`config.mk`:
```
export PLATFORM = sky130hd
export DESIGN_NAME = ftl_scan
export DESIGN_NICKNAME = d
export VERILOG_FILES = /design/src/sv/ftl_pkg.sv /design/src/sv/ftl_scan.sv
export SDC_FILE = /design/constraint.sdc
export NUM_CORES = 1
export LEC_CHECK = 0
export BUFFER_PORTS_ARGS = -buffer_cell sky130_fd_sc_hd__buf_2
export CORE_MARGIN = 2
export CORE_UTILIZATION = 36
export CTS_CLUSTER_DIAMETER = 100
export DETAILED_ROUTE_END_ITERATION = 10
export PLACE_DENSITY = 0.76
export SLEW_MARGIN = 20
export SYNTH_ARGS = -nofsm -noshare
export SYNTH_HDL_FRONTEND = slang
export SYNTH_SLANG_ARGS = --single-unit
```
`constraint.sdc`:
```
create_clock -name clk -period 2.3 [get_ports clk]
set_input_delay 0.46 -clock clk [delete_from_list [all_inputs] [get_ports clk]]
set_output_delay 0.46 -clock clk [all_outputs]
set_load 0.03 [all_outputs]
```
`src/sv/ftl_pkg.sv`:
```
`default_nettype none
// ----------------------------------------------------------------------------
// Feature track linker package
// Shared widths, codes and control types for the track linker modules.
// ----------------------------------------------------------------------------
package ftl_pkg;

  localparam int FRAME_W       = 8;
  localparam int FEAT_W        = 12;
  localparam int TRACK_ID_W    = 9;
  localparam int END_W         = 2;
  localparam int MAX_ENTRIES_D = 1024;
  localparam int MAX_TRACKS_D  = 512;

  localparam logic OP_LINK  = 1'b0;
  localparam logic OP_CLEAR = 1'b1;

  localparam logic [END_W-1:0] END_NONE = 2'd0;
  localparam logic [END_W-1:0] END_A    = 2'd1;
  localparam logic [END_W-1:0] END_B    = 2'd2;

  // Control from the sequencer to the scan unit.
  typedef struct packed {
    logic start;
    logic eval;
  } scan_ctrl_t;

  // Status of the scan unit back to the sequencer.
  typedef struct packed {
    logic hit;
    logic best_is_a;
  } scan_stat_t;

endpackage : ftl_pkg
`default_nettype wire

```
`src/sv/ftl_scan.sv`:
```
`default_nettype none
// ----------------------------------------------------------------------------
// Track linker scan unit
// Compares one stored entry per cycle against both observations and keeps
// the earliest entry of the lowest-numbered track that holds either one.
// ----------------------------------------------------------------------------
module ftl_scan
  import ftl_pkg::*;
#(
  parameter int TW = 9
) (
  input  wire logic               clk,
  input  wire logic               rst,
  input  wire scan_ctrl_t         ctrl,
  input  wire logic [FRAME_W-1:0] a_frame,
  input  wire logic [FEAT_W-1:0]  a_feat,
  input  wire logic [FRAME_W-1:0] b_frame,
  input  wire logic [FEAT_W-1:0]  b_feat,
  input  wire logic [FRAME_W-1:0] rd_frame,
  input  wire logic [FEAT_W-1:0]  rd_feat,
  input  wire logic [TW-1:0]      rd_track,
  output scan_stat_t              stat,
  output logic      [TW-1:0]      best_track
);

  logic hit;
  logic best_is_a;
  logic is_a;
  logic is_b;
  logic take;

  always_comb begin
    is_a = (rd_frame == a_frame) && (rd_feat == a_feat);
    is_b = (rd_frame == b_frame) && (rd_feat == b_feat);
    // Strict compare keeps the earliest entry among equal tracks.
    take = ctrl.eval && (is_a || is_b) && (!hit || (rd_track < best_track));
  end

  always_ff @(posedge clk) begin
    if (rst) begin
      hit <= 1'b0;
    end else if (ctrl.start) begin
      hit <= 1'b0;
    end else if (take) begin
      hit <= 1'b1;
    end
  end

  always_ff @(posedge clk) begin
    if (take) begin
      best_track <= rd_track;
      best_is_a  <= is_a;
    end
  end

  assign stat.hit       = hit;
  assign stat.best_is_a = best_is_a;

endmodule : ftl_scan
`default_nettype wire

```
# --- After elaboration in Yosys (flattened, before gate mapping) ---
# Cells that the tools add are included.
totals:
  input_bits: 73
  reg_bits: 11
classes:
  n_lt_le_gt_ge: 1
  n_reduce_logical: 8
  eq_ne: 4
op_table:
  columns: ["cell", "n"]
  rows:
  - ["equality test 12 bit", 2]
  - ["equality test 8 bit", 2]
  - ["< comparator 9 bit", 1]
  - ["logical AND 1 bit", 4]
  - ["logical OR 1 bit", 2]
  - ["OR reduction 2 bit", 1]
  - ["logical NOT 1 bit", 1]

# --- Longest topological paths before layout ---
depth:
  depth_word: 5
  mapped_depth: 7

# --- Worst setup path before layout ---
# No wires, ideal clock.
synth_path:
  kind: "register to register"
  startpoint: "reg best_track[5]"
  endpoint: "reg best_is_a, enable pin"
  arrival_time_ps: 2086
  stages_incl_launch_ff: 8
  path_slack_ps: -166
  setup_ps: 379
  required_time_ps: 1921
  period_less_slack_ps: 2466
  cell_sequence: "edfxtp_1 -> inv_1 -> ha_1 -> a21oi_2 -> nor2b_1 -> a2111oi_4 -> o21ai_2 -> a221oi_2"
synth_via:
  elab_chain_cells: 3
synth_rtl:
  columns: ["item", "line_no", "source"]
  rows:
  - ["from (decl)", "ftl_scan.sv:23", "output logic [TW-1:0] best_track"]
  - ["from (signal assigned)", "ftl_scan.sv:51", "best_track <= rd_track;"]
  - ["< comparator 9 bit", "ftl_scan.sv:36", "take = ctrl.eval && (is_a || is_b) && (!hit || (rd_track < best_track));"]
  - ["logical OR 1 bit", "ftl_scan.sv:36", null]
  - ["logical AND 1 bit", "ftl_scan.sv:36", null]
  - ["via take", "ftl_scan.sv:30", "logic take;"]
  - ["to (signal assigned)", "ftl_scan.sv:52", "best_is_a <= is_a;"]
  - ["to (decl)", "ftl_scan.sv:27", "logic best_is_a;"]
# The timed path passes the listed nets, and every way through them passes these cells.
# A chain may end at the register's enable or synchronous reset.

# --- Worst setup path in the final report ---
layout_path:
  startpoint: "reg best_track[5]"
  endpoint: "reg best_track[5], enable pin"
layout_via:
  elab_chain_cells: 3
layout_rtl:
  columns: ["item", "line_no"]
  rows:
  - ["< comparator 9 bit", "ftl_scan.sv:36"]
  - ["logical OR 1 bit", "ftl_scan.sv:36"]
  - ["logical AND 1 bit", "ftl_scan.sv:36"]
  - ["via take", "ftl_scan.sv:30"]
# The timed path passes the listed nets, and every way through them passes these cells.

==> summary.txt <==
Power
  – P_int: 0.0003875 W
  – Sw power: roughly 0.00014 W
  – Seq pwr share: approximately 41%
  – P per Cell Area: roughly 330 nW/um^2
  – Clock share of power: between 20% and 30%
  – Leakage: 0.7142 nW
  – Sw Ratio: 26.51%
  – Worst vdd ir: between 0.0001 and 0.00015 V
  – Comb power frac: a little over a third

Timing
  – Max-slew violations: 0
  – Slew at the pin closest to its max-slew limit: between 0.3 and 0.4 ns
  – # setup viols final: 0
  – Fin Clk Skew: around 0.00077 ns
  – Max-slew headroom: 78.62%
  – Fin crit share: between 90% and 100%
  – Fmax: about 470 MHz
  – RSZ-0062 raised after global routing: no
  – Final Hold Vio Count: 0
  – Minimum clock period: 2.106 ns
  – Hold slack final: between 0.3 and 0.4 ns
  – Post-route setup TNS: 0 ns

GRT
  – Largest net degree at the start of global routing: 11
  – Initial antenna violation count: 0
  – Vias in the first global route: ~1100
  – Total grt overflow: 0
  – GRT Overall Usage: about 17%
  – First-pass GRT wire length: 4498 um

Die
  – Die ar.: 3502 um^2
  – Row Count: 20
  – I/O pins: 84
  – Width of the die: between 50 and 60 um
  – Initial Util: around 37%
  – CORE AREA: 2978 um^2
  – Die Y: roughly 60 um

Drt
  – DRC Markers: 0
  – Drt pass-1 iters: 4
  – Initial DRC Count: 7
  – DRT Wirelength: between 2000 and 3000 um
  – DR vias: roughly 1100
  – DR WL/cell: 11.92 um
  – Post-DRT Antenna Nets: 0
  – Via density per instance: 4.736

CTS
  – CTS tree: yes
  – CTS max path bufs: 2
  – Reg clk slew, reported paths: around 0.060 ns
  – TritonCTS buffer count: 3
  – Clock root cell: clkbuf_4
  – Num Clock Sinks: 11
  – Post-CTS Setup Inserts: 0
  – CTS resizes: 0
  – CTS H-tree depth: 1
  – Worst-Skew Late Latency: approximately 0.26 ns
  – Hold buffers post-CTS: 0

Synthesis
  – Post-synth top cells: xnor2_1, edfxtp_1, inv_1, nand4_1
  – Synth Net Count: about 190
  – Ys Warns: 0
  – Post-synth top flop: edfxtp_1
  – Synth area leader: edfxtp_1
  – Synthesis-stage register bit count: 11
  – Synth cell types: 27
  – Most frequent cell after synthesis: xnor2_1
  – Seq/Total Area, Yosys: slightly below 30%
  – Post-synthesis instance area: about 1100 um^2
  – Mean Syn Cell Area: around 10 um^2
  – Yosys top cell area share: between 20% and 30%
  – Post-Syn Instances: 108
  – Ranking of synthesized cells by area: edfxtp_1, xnor2_1, ha_1
  – Post-synth EDFFs: 10
  – Post-synth ARST share: 0%

Place
  – Post-Place Cell Area: 1582 um^2
  – PortBufs: 83
  – RePlAce Congestion: 0.7160
  – # placed instances: around 220
  – Post-DP HPWL: ~2500 um

Cells and area
  – Register Area: 320.3 um^2
  – Layout area overhead: 46.69%
  – Finished Core Util: 53.99%
  – Fin nets: ~280
  – Non-filler cells, final: about 230
  – Design Area, Final: roughly 1600 um^2
  – Area of the multi-input gates: between 700 and 800 um^2
  – Fillers: 299
  – Ant. Diodes: 0
  – Share of layout cells above drive strength 1: 48.45%

Worst setup path
  – Critical path arrival: around 2.1 ns
  – CP Launch Point: best_track[5]
  – Max Fanout on Critical Path: 10
  – Crit Path Category: register to register
  – Crit end category: register
  – Worst r2r src: best_track[5]
  – Worst EP required: 2.28 ns
  – R2R depth: 8
  – Element type at the critical path start: register

Run status
  – Status: finished, final reports clean

Min path
  – Hold depth: 1
  – Min-delay src: rd_track[0]
  – Min-delay worst type: input port to register

Job
  – MaxCap Viol Count: 0
==> power by group through the flow <==
| stage | sequential [W] | combinational [W] | clock (W) |
|---|---|---|---|
| after floorplan | 0.000222 | 0.0000931 | 0 |
| final | 0.000217 | 0.000185 | 0.000125 |
| after global routing | 0.000217 | 0.000207 | 0.000137 |
| after CTS | 0.000217 | 0.000188 | 0.000130 |
| after global placement | 0.000222 | 0.000183 | 0 |
| after detailed placement | 0.000222 | 0.000187 | 0 |
==> through the flow <==
stage,total power [W],worst slack (ns)
2_1_floorplan,0.0003149,0.01816
3_3_place_gp,0.0004050,0.07711
3_5_place_dp,0.0004085,0.01764
4_1_cts,0.0005351,0.1705
5_1_grt,0.0005607,0.07750
6_report,0.0005274,0.1944
==> worst max-delay path: stages (launching register included) <==
cell	delay [ns]
edfxtp_1	0.42
inv_2	0.09
ha_4	0.20
a21oi_2	0.12
nor2b_1	0.07
a2111oi_4	0.33
o21ai_2	0.12
a221oi_4	0.31
buf_12	0.17
==> path summary, 6_finish.rpt <==
kind                         to  slack [ns]
hold reg to reg             hit        0.73
hold / removal    best_track[0]        0.39
setup reg to reg  best_track[5]        0.19
setup / recovery  best_track[5]        0.19
==> logic make-up (layout without fill, tap and decap cells) <==
logic type / Yosys count / in the layout / synth area share [%]
AO/OA/AOI/OAI: 10 / 10 / 10.27
buffers and inverters: 12 / 98 / 4.794
adder cells (fa/ha/maj): 8 / 8 / 9.133
flip-flops: 11 / 11 / 29.22
XOR/XNOR: 40 / 40 / 31.96
AND/OR/NAND/NOR: 27 / 27 / 14.61
==> area by class of cell <==
| type | instances | share of cell area (%) |
|---|---|---|
| flip-flops and latches | 11 | 19.92 |
| repair buffers | 84 | 27.08 |
| multi-input cells | 85 | 46.46 |
| inverters | 10 | 2.335 |
| clock buffers | 4 | 1.634 |
| well taps | 33 | 2.568 |
==> state kept, by name, summed over array words and instances (netlist names) <==
register and flops:
hit 1, best_track 9, best_is_a 1
==> routing by layer <==
| layer | wire (um) | track usage, % | up-vias |
|---|---|---|---|
| met5 | 0 | 0 | - |
| met3 | 284 | 3.057 | 0 |
| li1 | - | - | 559 |
| met4 | 0 | 3.896 | 0 |
| met2 | 1405 | 32.70 | 62 |
| met1 | 1016 | 18.30 | 454 |
==> cells in the final DEF, fill, tap and decap left out, types with 3 or more instances in the layout <==
master     n
buf_2     83
clkbuf_4   3
edfxtp_1  10
ha_1       7
inv_1      9
nand4_1   10
nor3_1     4
nor4_1     3
xnor2_1   32
xor2_1     8
No activity file was read; power rests on OpenSTA's default activity.
