<file path="src/sv/ftl_ram.sv">
`default_nettype none
// ----------------------------------------------------------------------------
// Generic RAM
// Single write port and single read port with registered read data.
// ----------------------------------------------------------------------------
module ftl_ram #(
  parameter int WIDTH = 8,
  parameter int DEPTH = 16,
  localparam int AW = (DEPTH > 1) ? $clog2(DEPTH) : 1
) (
  input  wire logic             clk,
  input  wire logic             wr_en,
  input  wire logic [AW-1:0]    wr_addr,
  input  wire logic [WIDTH-1:0] wr_data,
  input  wire logic             rd_en,
  input  wire logic [AW-1:0]    rd_addr,
  output logic      [WIDTH-1:0] rd_data
);

  logic [WIDTH-1:0] mem [DEPTH];

  always_ff @(posedge clk) begin
    if (wr_en) begin
      mem[wr_addr] <= wr_data;
    end
    if (rd_en) begin
      rd_data <= mem[rd_addr];
    end
  end

endmodule : ftl_ram
`default_nettype wire

</file>
<file path="config.mk">
export PLATFORM = sky130hd
export DESIGN_NAME = ftl_ram
export DESIGN_NICKNAME = d
export VERILOG_FILES = /design/src/sv/ftl_ram.sv
export SDC_FILE = /design/constraint.sdc
export NUM_CORES = 1
export LEC_CHECK = 0
export ABC_AREA = 1
export BUFFER_PORTS_ARGS = -buffer_cell sky130_fd_sc_hd__buf_2
export CORE_MARGIN = 2
export CORE_UTILIZATION = 30
export DETAILED_ROUTE_END_ITERATION = 12
export PLACE_DENSITY = 0.42
export REMOVE_ABC_BUFFERS = 1
export SLEW_MARGIN = 10
export SYNTH_ARGS = -nofsm -noshare
export SYNTH_HDL_FRONTEND = slang
export SYNTH_SLANG_ARGS = --single-unit
</file>
<file path="constraint.sdc">
create_clock -name clk -period 1.47 [get_ports clk]
set_clock_uncertainty 0.05 [all_clocks]
set_input_delay 0.0735 -clock clk [delete_from_list [all_inputs] [get_ports clk]]
set_output_delay 0.0735 -clock clk [all_outputs]
set_load 0.05 [all_outputs]
</file>
**Yosys cells after proc, flatten, opt, wreduce, memory -nomap -nowiden**

Memory sizes are Yosys's and may differ from the RTL's. A register that Yosys moved wholly into a read port is not among the register bits.
Cells that the tools add are included.
Widths: inputs -> output; s select.

- Multiplexer cells: 2

Operators with widths:

| operator | number |
|---|---|
| $mux 1 | 2 |

- Register bits after elaboration: 0
- RAM bits: 128
- Input port bits: 19
- Output and inout port bits: 8
- Logic and storage cells: 3
- Memories kept: 1

Memory list:

| memory | depth | bits a word | rd ports | clocked after Yosys merged registers in | write ports | RTL line | RTL |
|---|---|---|---|---|---|---|---|
| mem | 16 | 8 | 1 | 1 | 1 | 20 | `logic [WIDTH-1:0] mem [DEPTH];` |

**Depth between registers and ports, before layout**

Gate-level depths: netlist of the first run.

- Depth after elaboration: 2
- Mapped depth: 8
- Gate-level depth less buffers: 7

**Worst setup path after synthesis of the first run**

OpenSTA, ideal clock, no wires.

- Kind: input-to-reg
- Start point: input port wr_addr[2]
- End point: memory mem[10][0], enable pin
- Setup time: 370 ps
- Arrival: 654 ps
- Required time: 1,050 ps
- Setup slack: 396 ps
- Stages: 2
- Buffers on the path: 0
- Cells stage by stage: nand3b_1 -> nor2_1

RTL lines:

| item | RTL line | RTL |
|---|---|---|
| from (decl) | 13 | `input wire logic [AW-1:0] wr_addr,` |
| to (decl) | 20 |  |

Straight into the memory's write port.

**Worst setup path after layout of the first run**

- Start point: register rd_data[4], read port of mem
- End point: output port rd_data[4]

RTL lines:

| item | RTL line | RTL |
|---|---|---|
| from (decl) | 17 | `output logic [WIDTH-1:0] rd_data` |

No word-level cell between the ends.

==> out/summary.txt, run 1 <==
Top cell type's share of synthesized area: 69.8%
Hold Violations, Final: 0
Hold path endpoint: mem[7][5]
Worst hold path class: in -> reg
Depth of the CTS H-tree: 4
F_max: 817 MHz
Drt wl/cell: 16.9 um
R2r setup slk: 0.25 ns
Antenna viol nets, final: 0
Die width: 144 um
Tcrit/Tclk final: 83.3%
Min-Delay Path Depth: 1
Max Cap Viol: 0
Asr flop ratio synth: 0%
Main synth FF type: edfxtp_1
Crit Path Class: reg -> out
Worst vdd ir: 0.000806 V
First-pass iteration count of the detailed router: 4
Via density: 4.29
Clock slew at reported path FFs: 0.06 ns
Drt drc: 0
Die Ht: 144 um
Diodes inserted: 0
Power consumption: 8650 uW
Clock Tree Root: clkbuf_16
Gate Count Post-Synth: 551
Critical path arrival: 1.10 ns
Footprint of the multi-input gates: 0.00121 mm^2
Synth top area cells: edfxtp_1 70%, nand2_1 11%, nand3_1 8.3%, inv_1 6.4%, buf_6 1.2%
Layout area overhead: 17.7%
Post-synthesis sequential area ratio: 69.8%
WL final: 14.8 mm
Post-synth EDFFs: 136
Avg Cell Area, Syn: 10.6 um^2
Worst-path fanout max: 1
Crit. End Element: primary output
Starting density of the core: 30.3%
Largest stage delay, worst path: 0.39 ns
Most frequent cell after synthesis: nand2_1
Nets@finish: 618
Post-layout util: 35.7%
Leakage power: 0.00293 uW
Layout cells sized above 1: 13.1%
DRT iter0 DRCs: 237
Max-slew violation count: 0
DR vias: 3758
Worst R2R Start: mem[7][3]
Pin count of the biggest net entering global routing: 39
Placement Rows: 51
R2r endpoint: rd_data[3]
Hold path start: wr_data[5]
Endpoints failing setup: 0
Max_slew headroom: 56.9%
Worst path required time: 1.35 ns
Reg2Reg Depth: 6
Type of origin of the critical path: flip-flop
Overflow after GRT: 0
Antenna violations before repair: 0
Cell Area, Synth: 0.00585 mm^2
Reg area: 0.00408 mm^2
CP max-delay cell: edfxtp_1
HPWL Detailed: 9.52 mm
Clock buffer depth: 2
Port bufs: 26
CTS Buf Count: 17
Crit path buf inv count: 1
Kind of cell adding the most delay to the critical path: flip-flops
GP Congestion: 0.826
RSZ-0062 raised after global routing: false
First-pass GRT wire length: 22.8 mm
Status: complete, no violations
Vias in the first global route: 3884
Filler cells: 1991
Worst Tran Pin Value: 0.645 ns
Total Neg Setup Slack: 0 ns
GRT Total Usage: 15.6%
Power per cell area: 1260 mW/mm^2
#FFs+latches synth: 136
Post-synth cell types: 11
Worst-Skew Late Latency: 0.42 ns
Fin crit period: 1.22 ns
Placeable Area: 0.0193 mm^2
Largest area contributor in the netlist: edfxtp_1
Most frequent cells after synthesis: 173 x nand2_1, 136 x edfxtp_1, 100 x inv_1, 97 x nand3_1, 17 x nor2_1
CTS tree: yes
CTS sink count: 136
YS warnings: 0
I/O Pins: 27
Worst path cell trace: buf_2
Die area: 0.0206 mm^2
## logic make-up (layout without fill, tap and decap cells)
logic type    Yosys count  in the layout  synth area share (%)
buf+inv               126            186                  9.39
flops                 136            136                  69.8
simple gates          289            289                  20.8
## cells in the final DEF (no fill, tap or decap)
cell           netlist  layout
inv_1              100     100
inv_2                2       2
buf_4                4      23
clkbuf_16            0      17
buf_2               13      26
nand3b_1             2       2
dlygate4sd3_1        0       1
nor2_1              17      17
nand2_1            173     173
buf_12               0       3
edfxtp_1           136     136
clkbuf_1             0       1
clkinvlp_4           0       2
nand3_1             97      97
clkinv_1             0       4
clkinv_2             0       7
## final cells by class
type	count	share of cell area, %
Sequential cell	136	59.4
Clock inverter	13	0.946
Multi-Input combinational cell	289	17.6
Inverter	102	5.57
Tap cell	265	4.82
Timing Repair Buffer	53	5.42
Clock buffer	18	6.24
## layer usage
layer  vias to the layer above  GRT usage, %  share of wire [%]
met2                        75          24.0                 45
met3                        15          3.43                5.2
met4                         0          5.47                1.3
met1                      1790          21.8                 49
li1                       1878             -                  -
met5                         -             0                  0
## metrics by stage
step / std cells / setup slack [ns] / hold slack (ns) / area [um^2]
5_1_grt: 876 / 0.144 / 0.0503 / 6880
3_5_place_dp: 844 / 0.0407 / 0.405 / 6370
2_1_floorplan: 527 / 0.226 / 0.122 / 5680
4_1_cts: 876 / 0.230 / 0.0436 / 6880
6_report: 876 / 0.245 / 0.0440 / 6880
3_3_place_gp: 844 / 0.0319 / 0.398 / 6370
## how the worst max path moves through the flow
| stage | to | cells past startpoint | start |
|---|---|---|---|
| after global routing | rd_data[3] | 6 | mem[7][3] |
| after detailed placement | rd_data[4] | 8 | rd_addr[0] |
| after CTS | rd_data[4] | 1 | rd_data[4] |
| after global placement | rd_data[4] | 8 | rd_addr[0] |
| final | rd_data[4] | 1 | rd_data[4] |
| after floorplan | rd_data[2] | 6 | rd_addr[0] |
## sequential cells by signal, indices dropped and copies added, names as in the netlist
register  cells
mem         128
rd_data       8
## timing repair
item | in CTS | in global routing
resized for setup | 0 | 0
hold buffers | 1 | 0
hold endpoints to repair | 8 | 0
buffers inserted | 0 | 0
## power breakdown
group | total [uW] | switching [uW] | internal [uW]
Combinational | 618 | 450 | 168
Clock | 3630 | 1540 | 2090
Sequential | 4400 | 27.1 | 4370
Power figures use the tool's default switching activity.
==> run 2, diff against run 1 <==
ABC_AREA = 0   (was 1)
PLACE_DENSITY = 0.43   (was 0.42)
clock period = 1 ns   (was 1.47 ns; I/O delays follow)
==> run 2 against run 1 <==
The run now ends with setup timing left. Area after synthesis shrank 11%. Clock power is 47% higher. Combinational power is 41% higher.
==> out/summary.txt, run 2 <==
Largest stage delay, worst path: 0.48 ns
Synth top area cells: edfxtp_1 78%, mux4_2 7.8%, mux4_1 7.0%, a22oi_1 2.3%, nor2_1 0.93%
Overflow after GRT: 0
Gate Count Post-Synth: 229
Max_slew headroom: 30.0%
Antenna violations before repair: 0
Placeable Area: 0.0172 mm^2
Worst vdd ir: 0.00107 V
Drt drc: 0
Final Worst Setup Slack: -0.444 ns
Crit. End Element: flip-flop
Kind of cell adding the most delay to the critical path: multiplexers
Failing checks: setup timing
Post-Synth XOR/XNOR Area: 0%
Max Cap Viol: 0
Worst Tran Pin Value: 1.05 ns
Most frequent cells in the layout: 136 x edfxtp_1, 31 x mux4_2, 29 x buf_4
Tcrit/Tclk final: 144%
F_max: 692 MHz
Diodes inserted: 0
Crit path buf inv count: 0
Hold path endpoint: mem[12][4]
Clock power frac: 42.1%
Via density: 4.65
Hold Violations, Final: 0
Largest area contributor in the netlist: edfxtp_1
Worst path cell trace: mux4_2 > a22oi_2 > nand2_1
Type of origin of the critical path: flip-flop
CP max-delay cell: mux4_2
Starting density of the core: 30.4%
Port bufs: 26
Cell Area, Synth: 0.00523 mm^2
I/O Pins: 27
DR vias: 2532
NetSw: 2550 uW
Filler cells: 1626
Antenna viol nets, final: 0
GP Congestion: 0.680
Clock Tree Root: clkbuf_16
Die width: 136 um
Post-synth EDFFs: 136
Post-synthesis mux area share: 14.8%
Worst R2R Start: mem[11][2]
Die area: 0.0185 mm^2
Min-Delay Path Depth: 3
CTS Buf Count: 17
Nets@finish: 328
Post-synth cell types: 18
Endpoints failing setup: 16
Worst-path fanout max: 1
Placement Rows: 48
Total Neg Setup Slack: -4.10 ns
HPWL Detailed: 7.24 mm
Post-layout util: 38.2%
R2r endpoint: rd_data[2]
Worst path required time: 1.11 ns
GRT Total Usage: 13.2%
CTS sink count: 136
Pin count of the biggest net entering global routing: 17
Pint: 10100 uW
Sequential share of power: 51.0%
Post-synthesis sequential area ratio: 78.1%
Layout area overhead: 25.6%
Asr flop ratio synth: 0%
Max-slew violation count: 0
First-pass GRT wire length: 16.7 mm
R2r setup slk: -0.44 ns
Max FFs per register: 128
Drt wl/cell: 20.5 um
Critical path arrival: 1.55 ns
Avg Cell Area, Syn: 22.8 um^2
YS warnings: 0
Hold path start: wr_addr[0]
First-pass iteration count of the detailed router: 4
Reg2Reg Depth: 3
Leakage power: 0.00217 uW
Depth of the CTS H-tree: 4
RSZ-0062 raised after global routing: true
Most frequent cell after synthesis: edfxtp_1
Layout cells sized above 1: 39.8%
Adder-cell share of the synthesized area: 0%
Logic pwr share: 6.9%
Crit Path Class: reg -> reg
Worst hold path class: in -> reg
Clock buffer depth: 2
Die Ht: 136 um
Top cell type's share of synthesized area: 78.1%
Compound-Gate Fraction of Synth Area: 2.30%
Top flop regs: mem (128), rd_data (8)
#FFs+latches synth: 136
Clock slew at reported path FFs: 0.05 ns
Worst-Skew Late Latency: 0.41 ns
CTS tree: yes
Main synth FF type: edfxtp_1
Synth Area in Simple Gates: 3.14%
Vias in the first global route: 2648
Most frequent cells after synthesis: 136 x edfxtp_1, 18 x mux4_2, 16 x a22oi_1, 14 x mux4_1, 13 x nor2_1
Status: finished with violations
Main combinational cell family by area after synthesis: multiplexers
WL final: 11.2 mm
Most common cell after layout, fill and taps aside: edfxtp_1
Power per cell area: 1930 mW/mm^2
Largest Register: mem
DRT iter0 DRCs: 220
Fin crit period: 1.44 ns
Switching Share: 20.1%
==> run 2: cell types whose count changed in the layout (fill, tap and decap cells not counted), moves of 5 or more <==
| cell | change |
|---|---|
| nand2_1 | -164 |
| inv_1 | -100 |
| nand3_1 | -96 |
| mux4_2 | +31 |
| a22oi_2 | +13 |
| buf_2 | -8 |
| buf_6 | +8 |
| dlygate4sd3_1 | +8 |
| buf_4 | +6 |
| clkinv_2 | -5 |
==> run 2: logic make-up after synthesis <==
group,Yosys count
AND/OR/NAND/NOR,35
buffers and inverters,10
multiplexers,32
flip-flops,136
AO/OA/AOI/OAI,16
==> run 2: worst max path at each step <==
stage,startpoint,endpoint,cells past startpoint
3_3_place_gp,rd_addr[0],rd_data[1],6
3_5_place_dp,rd_addr[0],rd_data[0],6
4_1_cts,mem[7][3],rd_data[3],3
6_report,mem[11][2],rd_data[2],3
5_1_grt,mem[11][2],rd_data[2],3
2_1_floorplan,wr_addr[2],mem[0][0],2
==> run 2: per-stage QoR <==
stage | cells | setup slack [ns] | instance area (um^2) | hold WS, ns | total power, uW
after global routing | 544 | -0.492 | 6570 | 0.147 | 13200
after global placement | 507 | -0.742 | 5920 | 0.403 | 7370
after floorplan | 219 | -0.593 | 5140 | 0.0989 | 6920
after CTS | 544 | -0.457 | 6560 | 0.131 | 12900
final | 544 | -0.444 | 6570 | 0.140 | 12700
after detailed placement | 507 | -0.741 | 5920 | 0.411 | 7370
==> run 2: worst reg2reg max path: stages (launching register included) <==
cell      delay (ns)
edfxtp_1        0.36
mux4_2          0.48
a22oi_2         0.22
nand2_1         0.08
==> run 2: layout make-up <==
| class | instances | area (um^2) | share of cell area (%) |
|---|---|---|---|
| timing repair buffer | 71 | 628 | 9.57 |
| multi-input combinational | 83 | 1070 | 16.3 |
| clock inverter | 8 | 58.8 | 0.896 |
| clock buffer | 21 | 440 | 6.71 |
| sequential | 136 | 4080 | 62.2 |
| tap | 225 | 282 | 4.29 |
==> run 2: power by group through the flow <==
stage          registers (uW)  clock network, uW  logic (uW)
2_1_floorplan            6660                  0         256
3_5_place_dp             6580                  0         792
3_3_place_gp             6580                  0         790
4_1_cts                  6470               5500         876
6_report                 6480               5340         872
5_1_grt                  6480               5730         942
==> run 2: what timing repair did <==
action | in CTS | in global routing
pin swaps | 9 | 5
hold buffers | 9 | 0
resized for setup | 31 | 11
buffers inserted | 0 | 0
cloned | 0 | 0
endpoints found under the hold margin | 136 | 0
endpoints found under the setup margin | 16 | 16
==> run 2: metal layers <==
metal  track usage (%)  share of wire, %  up-vias
met5                 0                 0        -
met4              5.73               1.6        0
met3              3.13               4.6       14
met2              20.8                49       69
met1              17.6                45     1322
li1                  -                 -     1127
==> run 3, diff against run 2 <==
PLACE_DENSITY = 0.44   (was 0.43)
==> run 3 against run 2 <==
The run still ends with setup timing left. First-iteration DRC count down 1.8%. Routed wire length up 2.4%. Final cell count up 0.55%.
==> out/summary.txt, run 3 (synthesis results as in run 2) <==
Status: finished with violations
Failing checks: setup timing
Diodes inserted: 0
CTS sink count: 136
Critical path arrival: 1.65 ns
Worst-path fanout max: 1
Drt wl/cell: 20.9 um
Antenna violations before repair: 0
First-pass iteration count of the detailed router: 4
Die Ht: 136 um
Hold path endpoint: mem[14][4]
Worst path required time: 1.11 ns
Die area: 0.0185 mm^2
Overflow after GRT: 0
Placement Rows: 48
CP max-delay cell: mux4_2
Type of origin of the critical path: flip-flop
Kind of cell adding the most delay to the critical path: multiplexers
Port bufs: 26
Max Cap Viol: 0
Hold Violations, Final: 0
Worst Tran Pin Value: 0.945 ns
R2r setup slk: -0.54 ns
Fin crit period: 1.54 ns
Layout area overhead: 27.9%
I/O Pins: 27
Worst hold path class: in -> reg
F_max: 649 MHz
Most frequent cells in the layout: 136 x edfxtp_1, 27 x buf_4, 25 x mux4_2
Nets@finish: 328
Reg2Reg Depth: 4
Starting density of the core: 30.4%
Die width: 136 um
Placed insts: 508
Max FFs per register: 128
Leakage power: 0.00224 uW
Worst vdd ir: 0.00123 V
Antenna viol nets, final: 0
Layout cells sized above 1: 40.1%
Vias in the first global route: 2723
Filler cells: 1584
GP Congestion: 0.680
Largest Register: mem
Crit Path Class: reg -> reg
Final Non-Filler Cells: 547
First-pass GRT wire length: 17.4 mm
Tcrit/Tclk final: 154%
CTS Buf Count: 17
Drt drc: 0
Worst-Skew Late Latency: 0.41 ns
Worst path cell trace: mux4_2 > a22oi_2 > buf_4 > nand2_2
Depth of the CTS H-tree: 4
WL final: 11.4 mm
Crit. End Element: flip-flop
Power consumption: 13500 uW
Max-slew violation count: 0
Min-Delay Path Depth: 1
Clock buffer depth: 2
Via density: 4.71
GRT Total Usage: 13.7%
Reg area: 0.00408 mm^2
RSZ-0062 raised after global routing: true
Final Worst Setup Slack: -0.540 ns
R2r endpoint: rd_data[4]
DRT iter0 DRCs: 216
Placeable Area: 0.0172 mm^2
Clock Tree Root: clkbuf_16
Endpoints failing setup: 16
Most common cell after layout, fill and taps aside: edfxtp_1
HPWL Detailed: 7.72 mm
CTS tree: yes
Hold path start: wr_data[4]
Worst R2R Start: mem[3][4]
DR vias: 2574
Clock slew at reported path FFs: 0.06 ns
Post-layout util: 38.9%
Top flop regs: mem (128), rd_data (8)
Largest stage delay, worst path: 0.50 ns
Footprint of the multi-input gates: 0.00109 mm^2
Crit path buf inv count: 1
Power per cell area: 2010 mW/mm^2
Pin count of the biggest net entering global routing: 17
Max_slew headroom: 36.9%
run 3: cell count changes in the layout (fill, tap and decap cells not counted), sizes merged:
| cell | before | now |
|---|---|---|
| clkinvlp | 0 | 4 |
| clkbuf | 21 | 18 |
| bufinv | 1 | 3 |
| buf | 62 | 63 |
| clkinv | 7 | 6 |
| dlygate4sd3 | 9 | 8 |
| inv | 0 | 1 |
run 3: stage by stage:
step | setup slack, ns | instance area (um^2) | setup TNS [ns] | hold WS (ns)
final | -0.540 | 6690 | -4.36 | 0.00323
after global placement | -0.734 | 5940 | -33.91 | 0.395
after global routing | -0.597 | 6690 | -5.10 | 0.0149
after CTS | -0.544 | 6670 | -4.74 | 0.00164
after floorplan | -0.593 | 5140 | -25.74 | 0.0989
after detailed placement | -0.748 | 5940 | -35.87 | 0.400
run 3: worst max-delay path by stage:
stage | startpoint | endpoint | slack [ns] | depth (start not counted)
3_5_place_dp | rd_addr[0] | rd_data[2] | -0.75 | 6
4_1_cts | mem[3][4] | rd_data[4] | -0.54 | 4
2_1_floorplan | wr_addr[2] | mem[0][0] | -0.59 | 2
5_1_grt | mem[3][4] | rd_data[4] | -0.60 | 4
6_report | mem[3][4] | rd_data[4] | -0.54 | 4
3_3_place_gp | rd_addr[0] | rd_data[2] | -0.73 | 6
run 3: per-layer routing:
layer	vias up	global-route usage [%]	routed length, um
li1	1135	-	-
met1	1366	18.0	5180
met4	0	5.38	182
met5	-	0	0
met3	14	3.36	424
met2	59	21.7	5650
run 3: repair_timing:
| item | in CTS | in global routing |
|---|---|---|
| endpoints found under the setup margin | 19 | 24 |
| hold buffers | 8 | 0 |
| pin swaps | 9 | 0 |
| resized for setup | 32 | 5 |
| setup buffers | 0 | 0 |
| hold endpoints to repair | 120 | 0 |
| gates cloned | 0 | 0 |
run 3: power by group:
group          leakage (uW)  internal [uW]  switching [uW]
combinational      0.000727            399             483
sequential          0.00124           6430            42.2
clock              0.000277           3880            2220
total               0.00224          10700            2750
run 3: area by class of cell:
class                      count  area share [%]
sequential                   136            61.1
clock inverter                14            2.34
clock buffer                  18            6.42
tap                          225            4.21
multi-input combinational     83            16.3
timing repair buffer          71            9.66
